==> src/sv/tgr_pkg.sv <==
// Shared types and constants for the text glyph renderer.
`default_nettype none

package tgr_pkg;

    localparam int SCREEN_WIDTH_DEF  = 128;
    localparam int SCREEN_HEIGHT_DEF = 160;
    localparam int GLYPH_COUNT_DEF   = 256;

    // Glyph layout
    localparam int GLYPH_COLS = 5;
    localparam logic [2:0] LAST_COL = 3'd5;   // blank spacing column
    localparam logic [2:0] LAST_ROW = 3'd7;

    // Widths
    localparam int COORD_W     = 12;   // x/y while drawing, covers cursor + 7*255
    localparam int COL_W       = 12;
    localparam int ROW_W       = 16;
    localparam int FONT_ADDR_W = 11;

    // Input op codes
    localparam logic [1:0] OP_LOAD   = 2'd0;
    localparam logic [1:0] OP_CURSOR = 2'd1;
    localparam logic [1:0] OP_PRINT  = 2'd2;

    // Register indexes
    localparam logic [1:0] REG_SCALE = 2'd0;
    localparam logic [1:0] REG_FG    = 2'd1;
    localparam logic [1:0] REG_BG    = 2'd2;

    localparam logic [7:0] CHAR_NL = 8'd10;
    localparam logic [7:0] CHAR_CR = 8'd13;

    typedef struct packed {
        logic [15:0] color;
        logic [7:0]  h;
        logic [7:0]  w;
        logic [7:0]  y;
        logic [6:0]  x;
    } rect_t;

    typedef struct packed {
        logic                   code_ok;
        logic [COORD_W-1:0]     x0;
        logic [COORD_W-1:0]     y0;
        logic [7:0]             scale;
        logic [FONT_ADDR_W-1:0] base;
    } start_t;

endpackage

`default_nettype wire

==> src/sv/tgr_raster.sv <==
// Glyph scan: walks six columns by eight rows and emits clipped rectangles.
`default_nettype none

module tgr_raster #(
    parameter int SCREEN_WIDTH  = tgr_pkg::SCREEN_WIDTH_DEF,
    parameter int SCREEN_HEIGHT = tgr_pkg::SCREEN_HEIGHT_DEF,
    parameter int ADDR_W        = 11
) (
    input  wire logic                   clk,
    input  wire logic                   rst_n,
    input  wire logic                   start,
    input  wire tgr_pkg::start_t        start_cmd,
    input  wire logic [15:0]            fg,
    input  wire logic [15:0]            bg,
    output logic                        done,
    output logic                        rd_en,
    output logic      [ADDR_W-1:0]      rd_addr,
    input  wire logic [7:0]             rd_data,
    output logic                        m_tvalid,
    input  wire logic                   m_tready,
    output logic      [47:0]            m_tdata,
    output logic                        m_tlast
);

    localparam int CW = tgr_pkg::COORD_W;

    localparam logic [1:0] ST_IDLE  = 2'd0;
    localparam logic [1:0] ST_FETCH = 2'd1;
    localparam logic [1:0] ST_ROWS  = 2'd2;
    localparam logic [1:0] ST_FLUSH = 2'd3;

    logic [1:0]      state_reg, state_next;
    logic [2:0]      col_reg, col_next;
    logic [2:0]      row_reg, row_next;
    logic [CW-1:0]   x_reg, x_next;
    logic [CW-1:0]   y_reg, y_next;
    tgr_pkg::start_t cmd_reg;
    tgr_pkg::rect_t  pend_reg;
    logic            pend_valid_reg, pend_valid_next;
    tgr_pkg::rect_t  out_rect_reg;
    logic            out_last_reg;
    logic            out_valid_reg, out_valid_next;

    logic [7:0]      line;
    logic            pix;
    logic            cand_en;
    tgr_pkg::rect_t  cand;
    logic [CW:0]     x_end;
    logic [CW:0]     y_end;
    logic            out_free;
    logic            step;
    logic            push_mid;
    logic            flush_push;
    logic [2:0]      rd_col;

    always_comb
    begin
        line = (col_reg == tgr_pkg::LAST_COL || !cmd_reg.code_ok) ? 8'd0 : rd_data;
        pix  = line[row_reg];

        x_end = {1'b0, x_reg} + (CW+1)'(cmd_reg.scale);
        y_end = {1'b0, y_reg} + (CW+1)'(cmd_reg.scale);

        cand.x     = x_reg[6:0];
        cand.y     = y_reg[7:0];
        cand.color = pix ? fg : bg;
        if (x_end > (CW+1)'(SCREEN_WIDTH))
        begin
            cand.w = 8'(CW'(SCREEN_WIDTH) - x_reg);
        end
        else
        begin
            cand.w = cmd_reg.scale;
        end
        if (y_end > (CW+1)'(SCREEN_HEIGHT))
        begin
            cand.h = 8'(CW'(SCREEN_HEIGHT) - y_reg);
        end
        else
        begin
            cand.h = cmd_reg.scale;
        end

        cand_en = (state_reg == ST_ROWS) && (pix || (fg != bg))
                  && (x_reg < CW'(SCREEN_WIDTH)) && (y_reg < CW'(SCREEN_HEIGHT));

        out_free   = !out_valid_reg || m_tready;
        // the held rectangle leaves once a later one proves it is not the last, or in flush as the last
        step       = (state_reg == ST_ROWS) && (!cand_en || !pend_valid_reg || out_free);
        push_mid   = step && cand_en && pend_valid_reg;
        flush_push = (state_reg == ST_FLUSH) && pend_valid_reg && out_free;
        done       = (state_reg == ST_FLUSH) && (!pend_valid_reg || out_free);

        // prefetch the next column during the last row of this one
        rd_en   = (state_reg == ST_FETCH)
                  || (step && row_reg == tgr_pkg::LAST_ROW && col_reg < 3'd4);
        rd_col  = (state_reg == ST_FETCH) ? 3'd0 : col_reg + 3'd1;
        rd_addr = ADDR_W'(cmd_reg.base) + ADDR_W'(rd_col);
    end

    always_comb
    begin
        state_next      = state_reg;
        col_next        = col_reg;
        row_next        = row_reg;
        x_next          = x_reg;
        y_next          = y_reg;
        pend_valid_next = pend_valid_reg;
        out_valid_next  = out_valid_reg;

        unique case (state_reg)
            ST_IDLE:
            begin
                if (start)
                begin
                    state_next = ST_FETCH;
                    col_next   = 3'd0;
                    row_next   = 3'd0;
                    x_next     = start_cmd.x0;
                    y_next     = start_cmd.y0;
                end
            end
            ST_FETCH:
            begin
                state_next = ST_ROWS;
            end
            ST_ROWS:
            begin
                if (step)
                begin
                    if (row_reg == tgr_pkg::LAST_ROW)
                    begin
                        row_next = 3'd0;
                        y_next   = cmd_reg.y0;
                        x_next   = x_reg + CW'(cmd_reg.scale);
                        if (col_reg == tgr_pkg::LAST_COL)
                        begin
                            state_next = ST_FLUSH;
                        end
                        else
                        begin
                            col_next = col_reg + 3'd1;
                        end
                    end
                    else
                    begin
                        row_next = row_reg + 3'd1;
                        y_next   = y_reg + CW'(cmd_reg.scale);
                    end
                end
            end
            ST_FLUSH:
            begin
                if (done)
                begin
                    state_next = ST_IDLE;
                end
            end
            default:
            begin
                state_next = ST_IDLE;
            end
        endcase

        if (step && cand_en)
        begin
            pend_valid_next = 1'b1;
        end
        else if (flush_push)
        begin
            pend_valid_next = 1'b0;
        end

        if (push_mid || flush_push)
        begin
            out_valid_next = 1'b1;
        end
        else if (m_tready)
        begin
            out_valid_next = 1'b0;
        end
    end

    always_ff @(posedge clk or negedge rst_n)
    begin
        if (!rst_n)
        begin
            state_reg      <= ST_IDLE;
            col_reg        <= 3'd0;
            row_reg        <= 3'd0;
            pend_valid_reg <= 1'b0;
            out_valid_reg  <= 1'b0;
        end
        else
        begin
            state_reg      <= state_next;
            col_reg        <= col_next;
            row_reg        <= row_next;
            pend_valid_reg <= pend_valid_next;
            out_valid_reg  <= out_valid_next;
        end
    end

    always_ff @(posedge clk)
    begin
        x_reg <= x_next;
        y_reg <= y_next;
        if (state_reg == ST_IDLE && start)
        begin
            cmd_reg <= start_cmd;
        end
        if (step && cand_en)
        begin
            pend_reg <= cand;
        end
        if (push_mid || flush_push)
        begin
            out_rect_reg <= pend_reg;
            out_last_reg <= flush_push;
        end
    end

    assign m_tvalid = out_valid_reg;
    assign m_tdata  = {1'b0, out_rect_reg};
    assign m_tlast  = out_last_reg;

`ifndef SYNTHESIS
    a_idle_no_pending: assert property (@(posedge clk) disable iff (!rst_n)
        state_reg == ST_IDLE |-> !pend_valid_reg)
        else $error("held rectangle left behind after a character");

    a_col_range: assert property (@(posedge clk) disable iff (!rst_n)
        col_reg <= tgr_pkg::LAST_COL)
        else $error("glyph column index past the spacing column");

    a_no_overwrite: assert property (@(posedge clk) disable iff (!rst_n)
        (push_mid || flush_push) |-> out_free)
        else $error("output register loaded while its item is untaken");
`endif

endmodule

`default_nettype wire

==> config.mk <==
export PLATFORM = sky130hd
export DESIGN_NAME = tgr_raster
export DESIGN_NICKNAME = d
export VERILOG_FILES = /design/src/sv/tgr_pkg.sv /design/src/sv/tgr_raster.sv
export SDC_FILE = /design/constraint.sdc
export NUM_CORES = 1
export LEC_CHECK = 0
export ABC_AREA = 1
export BUFFER_PORTS_ARGS = -buffer_cell sky130_fd_sc_hd__buf_2
export CAP_MARGIN = 5
export CORE_UTILIZATION = 51
export CTS_CLUSTER_SIZE = 8
export DETAILED_ROUTE_END_ITERATION = 12
export MAX_ROUTING_LAYER = met4
export PLACE_DENSITY = 0.81
export SLEW_MARGIN = 20
export SYNTH_ARGS = -nofsm -noshare
export SYNTH_HDL_FRONTEND = slang
export SYNTH_SLANG_ARGS = --single-unit
==> constraint.sdc <==
create_clock -name clk -period 5.1 [get_ports clk]
set_input_delay 0.51 -clock clk [delete_from_list [all_inputs] [get_ports clk]]
set_output_delay 0.51 -clock clk [all_outputs]
set_load 0.01 [all_outputs]
Word-level counts from Yosys, hierarchy flattened
Index checks and enable logic that the tools add are counted.

Bits of input ports: 88. Flip-flop bits (word level): 161.

$add $sub $neg: 9. Mux-type cells: 33. Reduce and logical (&&, ||, !) cells: 32. Eq/ne operators: 12. Magnitude comparators: 6.

Operators with widths (number): 2-to-1 mux 12 bit (6); case mux 12 bit (2 select lines) (2); adder 12 x 8 -> 13 bit (2); greater-than comparator 13 x 8 -> 1 bit (second input constant) (2); adder 12 x 8 -> 12 bit (2); less-than comparator 12 x 8 -> 1 bit (second input constant) (2); 2-to-1 mux 8 bit (3); 2-to-1 mux 3 bit (7); 2-to-1 mux 16 bit (1); inequality test 16 bit (1); subtractor 8 bit (first input constant) (2); logical AND 1 bit (12); case mux 3 bit (2 select lines) (2); adder 11 x 3 -> 11 bit (1); 2-to-1 mux 2 bit (5); inequality test 2 bit (second input constant) (5); AND reduction 5 bit (2); logical OR 1 bit (8); case mux 2 bit (4 select lines) (1); adder 3 x 1 -> 3 bit (second input constant) (2); == test 3 bit (second input constant) (2); nonzero test 2 bit (3); 2-to-1 mux 1 bit (5); == test 2 bit (second input constant) (2); 9 further kinds (12).

Depth between registers and ports, before layout
Word-level depth: 17. Depth in mapped cells: 16.

Least setup slack after synthesis
No wires, ideal clock.

Path type: register -> register. Start point: reg state_reg[0]. End point: reg out_rect_reg (netlist bit m_tdata[0]), enable pin. Stages on the path, launching flop included: 10. Arrival time: 4.612 ns. Path buffers: 1. Period minus slack after synthesis: 5.019 ns. Slack: 0.081 ns. Cell sequence: dfrtp_1 > inv_1 > ha_1 > buf_2 > nand2_1 > nor4_1 > nand2_1 > nor2_1 > nand2_1 > nand2_1.

Longest elaborated chain between the ends: 11.

RTL lines: start, declared (line tgr_raster.sv:32) `logic [1:0] state_reg, state_next;`; start signal, assigned (line tgr_raster.sv:196) `state_reg <= state_next;`; == test 2 bit (line tgr_raster.sv:84, tgr_raster.sv:89); logical AND 1 bit (line tgr_raster.sv:84) `cand_en = (state_reg == ST_ROWS) && (pix || (fg != bg))`; logical AND 1 bit (2 in series) (line tgr_raster.sv:85) `&& (x_reg < CW'(SCREEN_WIDTH)) && (y_reg < CW'(SCREEN_HEIGHT));`; zero test 1 bit (line tgr_raster.sv:89) `step = (state_reg == ST_ROWS) && (!cand_en || !pend_valid_reg || out_free);`; logical OR 1 bit (2 in series) (line tgr_raster.sv:89); logical AND 1 bit (line tgr_raster.sv:89); logical AND 1 bit (2 in series) (line tgr_raster.sv:90) `push_mid = step && cand_en && pend_valid_reg;`; logical OR 1 bit * (line tgr_raster.sv:216) `if (push_mid || flush_push)`; end signal, assigned (line tgr_raster.sv:218) `out_rect_reg <= pend_reg;`; end, declared (line tgr_raster.sv:40) `tgr_pkg::rect_t out_rect_reg;`.

Mark *: on every way between the ends. The rest lies on a longest branch, timed or not. A chain may end at the register's enable or synchronous reset.

Worst setup path after layout
Start point: reg state_reg[1]. End point: out rd_addr[10].

Longest elaborated chain between the ends: 3.

RTL lines: == test 2 x 1 -> 1 bit (line tgr_raster.sv:97) `rd_col = (state_reg == ST_FETCH) ? 3'd0 : col_reg + 3'd1;`; 2-to-1 mux 3 bit (line tgr_raster.sv:97); adder 11 x 3 -> 11 bit (line tgr_raster.sv:98) `rd_addr = ADDR_W'(cmd_reg.base) + ADDR_W'(rd_col);`; end, declared (line tgr_raster.sv:17) `output logic [ADDR_W-1:0] rd_addr,`.

No other way between the ends.

==> qor.yml <==
status: "complete, no violations"
drive_gt1_share_pct: 24.31
r2r-start: "col_reg[0]$_DFFE_PN0P_"
yosysTopAreaCellShare_pct: 55.26
post_cts_resize_count: 0
clock-sinks: 161
path_cells: "inv_1 > ha_1 > nor2_1 > ha_1 > inv_1 > fa_1 > nor2_1 > o21ai_1 > nor3b_1 > nand3_1 > nor3_1 > xor2_1 > buf_2"
die_w_um: 128.8
vias_per_cell: 5.083
p_sw_share_pct: 40.80
top_layer_used: "met4"
p_clk_share_pct: 22.8
ios: 151
synth_edf_count: 151
setup_violations: 0
drtPass1Iterations: 5
die_area_um2: 16600
cts_hold_buffers: 1
hold_end: "cmd_reg[3]$_DFFE_PP_"
synth_cells: 803
wl_met3_um: 1052
finalSetupTns_ps: 0
ys_seq_area_share_pct: 58.31
areaGrowthSynthToFinish_pct: 19.99
clk_path_buf_depth: 2
track_usage_pct: 22.19
synth.top_cells.by_count: "229 x nand2_1, 151 x edfxtp_1, 98 x inv_1, 56 x nand3_1, 50 x nor2_1"
ant_nets: 0
wl_met2_um: 8320
cts.clk_slew.worst_paths_ps: 70
avgSynthCellArea_um2: 10.22
async_reset_ff_share_pct: 6.211
required_ps: 4590
slew_headroom_pct: 56.22
grt_pass1_vias: 5717
p_total_mw: 5.769
tritoncts: "yes"
cts_setup_buffers: 0
p_per_area_nw_per_um2: 586.0
yosys.area.top_type: "edfxtp_1"
pwr-share-comb_pct: 41.9
yosysMostFrequentCell: "nand2_1"
synth_fp_nets: 923
wl_per_cell_um: 14.19
drv_cap: 0
synthTopCellsByArea: "edfxtp_1 55%, nand2_1 10%, inv_1 4.5%"
fmax_mhz: 274.5
cts-root-buf: "clkbuf_16"
rsz0062_at_grt: "no"
synth_area_um2: 8205
antenna_found_initial: 1
startpoint_type: "flip-flop"
drc: 0
rows: 46
report.final.slew_viol_count: 0
hold_class: "primary input to flip-flop"
nets: 1086
slowest_stage: "fa_1"
dp_hpwl_um: 12450
tightest_slew_ps: 650.7
cts_buffers: 17
core-area_um2: 15770
skew_ps: 10.80
wirelength_um: 16990
overflow: 0
h-tree-depth: 4
yosysWarnings: 0
reg2regPathDepth: 8
first_iter_violations: 495
ys.flop_type: "edfxtp_1"
grt_max_degree: 49
final_hold_viol_count: 0
p_sw_mw: 2.354
clk_latency_ps: 440
io_buffers: 149
fin_crit_sh_pct: 71.42
die_h_um: 128.8
start_util_pct: 52.03
hold_depth: 1
power.share.sequential_pct: 35.3
critPathMaxStageDelay_ps: 410
vias: 6084
post-route-min-period_ps: 3642
end_kind: "output port"
grt_pass1_wl_um: 26880
path_max_fanout: 4
cp_data_arrival_time_ps: 3130
hp-start: "start_cmd[3]"
synth-seq-cells: 161
wl_met1_um: 7144
r2r_setup_slack_ps: 2120
crit_type: "flip-flop to output port"
synthDistinctLibCells: 46
gp_congestion: 0.8707
leakagePower_nw: 4.449
cell_internal_pwr_mw: 3.415
rr_endpoint: "m_tdata[20]$_DFFE_PP_"
max-vdd-ir-drop_mv: 0.3102
## cell usage in the layout (no fill, tap or decap), types with 10 or more instances in the layout
master,synthesis,final
edfxtp_1,151,151
nand2_1,229,228
inv_1,98,98
nand3_1,56,56
ha_1,29,29
nand4_1,13,13
nand2_4,9,10
clkbuf_16,0,17
dfrtp_1,10,10
nor2_1,50,49
buf_2,2,149
o21ai_0,29,29
xor2_1,18,18
nand2_2,14,14
## metrics by stage
| stage | std cells | utilization, % | worst slack (ps) | hold WS, ps | cell area (um2) |
|---|---|---|---|---|---|
| floorplan | 803 | - | 81.15 | 214.4 | 8205 |
| global placement | 1162 | 58.45 | 1947 | 386.4 | 9218 |
| detailed placement | 1162 | 58.45 | 1807 | 390.1 | 9218 |
| CTS | 1195 | 62.37 | 1446 | 233.4 | 9836 |
| global route | 1196 | 62.42 | 1255 | 238.0 | 9843 |
| finish | 1197 | 62.43 | 1458 | 242.9 | 9846 |
## power by group through the flow
stage	logic, mW	registers [mW]	clock network (mW)
floorplan	1.83	1.99	0
global placement	2.30	2.06	0
detailed placement	2.38	2.06	0
CTS	2.41	2.04	1.33
global route	2.70	2.06	1.38
finish	2.42	2.04	1.32
## final cells by class
| type | instances | area, um2 |
|---|---|---|
| fillers | 1288 | 5924 |
| flip-flops and latches | 161 | 4785 |
| multi-input cells | 528 | 3002 |
| repair buffers | 154 | 785.8 |
| clock buffers | 17 | 425.4 |
| inverters | 104 | 390.4 |
| well taps | 216 | 270.3 |
| clock inverters | 15 | 182.7 |
| diodes | 2 | 5.005 |
## cell families (layout without fill, tap and decap cells)
logic type	Yosys count	after routing	synth area share (%)
other cells	1	3	0.04570
fa+ha+maj	32	32	5.154
xor+xnor	29	29	3.416
compound gates	64	64	4.788
flops	161	161	58.31
simple gates	402	402	22.99
buf+inv	114	290	5.291
## critical path, delay by kind of cell (launching register included)
kind	cells	cell delay, ps
fa+ha+maj	3	810
xor+xnor	1	160
flops	1	400
buf+inv	3	270
simple gates	5	960
compound gates	1	90
## worst max-delay path by stage
stage          slack [ps]              endpoint                      from  cells after the start
2_1_floorplan          80  m_tdata[0]$_DFFE_PP_  state_reg[0]$_DFFE_PN0P_                      9
3_3_place_gp         1950  m_tdata[6]$_DFFE_PP_    col_reg[0]$_DFFE_PN0P_                      8
3_5_place_dp         1810  m_tdata[6]$_DFFE_PP_    col_reg[0]$_DFFE_PN0P_                      8
4_1_cts              1450           rd_addr[10]  state_reg[1]$_DFFE_PN0P_                     13
5_1_grt              1250           rd_addr[10]  state_reg[1]$_DFFE_PN0P_                     13
6_report             1460           rd_addr[10]  state_reg[1]$_DFFE_PN0P_                     13
## layer usage
metal	GRT usage, %	vias up
li1	-	3014
met1	26.56	2801
met2	35.99	230
met3	4.075	39
met4	11.35	0
met5	-	-
(Power assumes the default switching activity.)
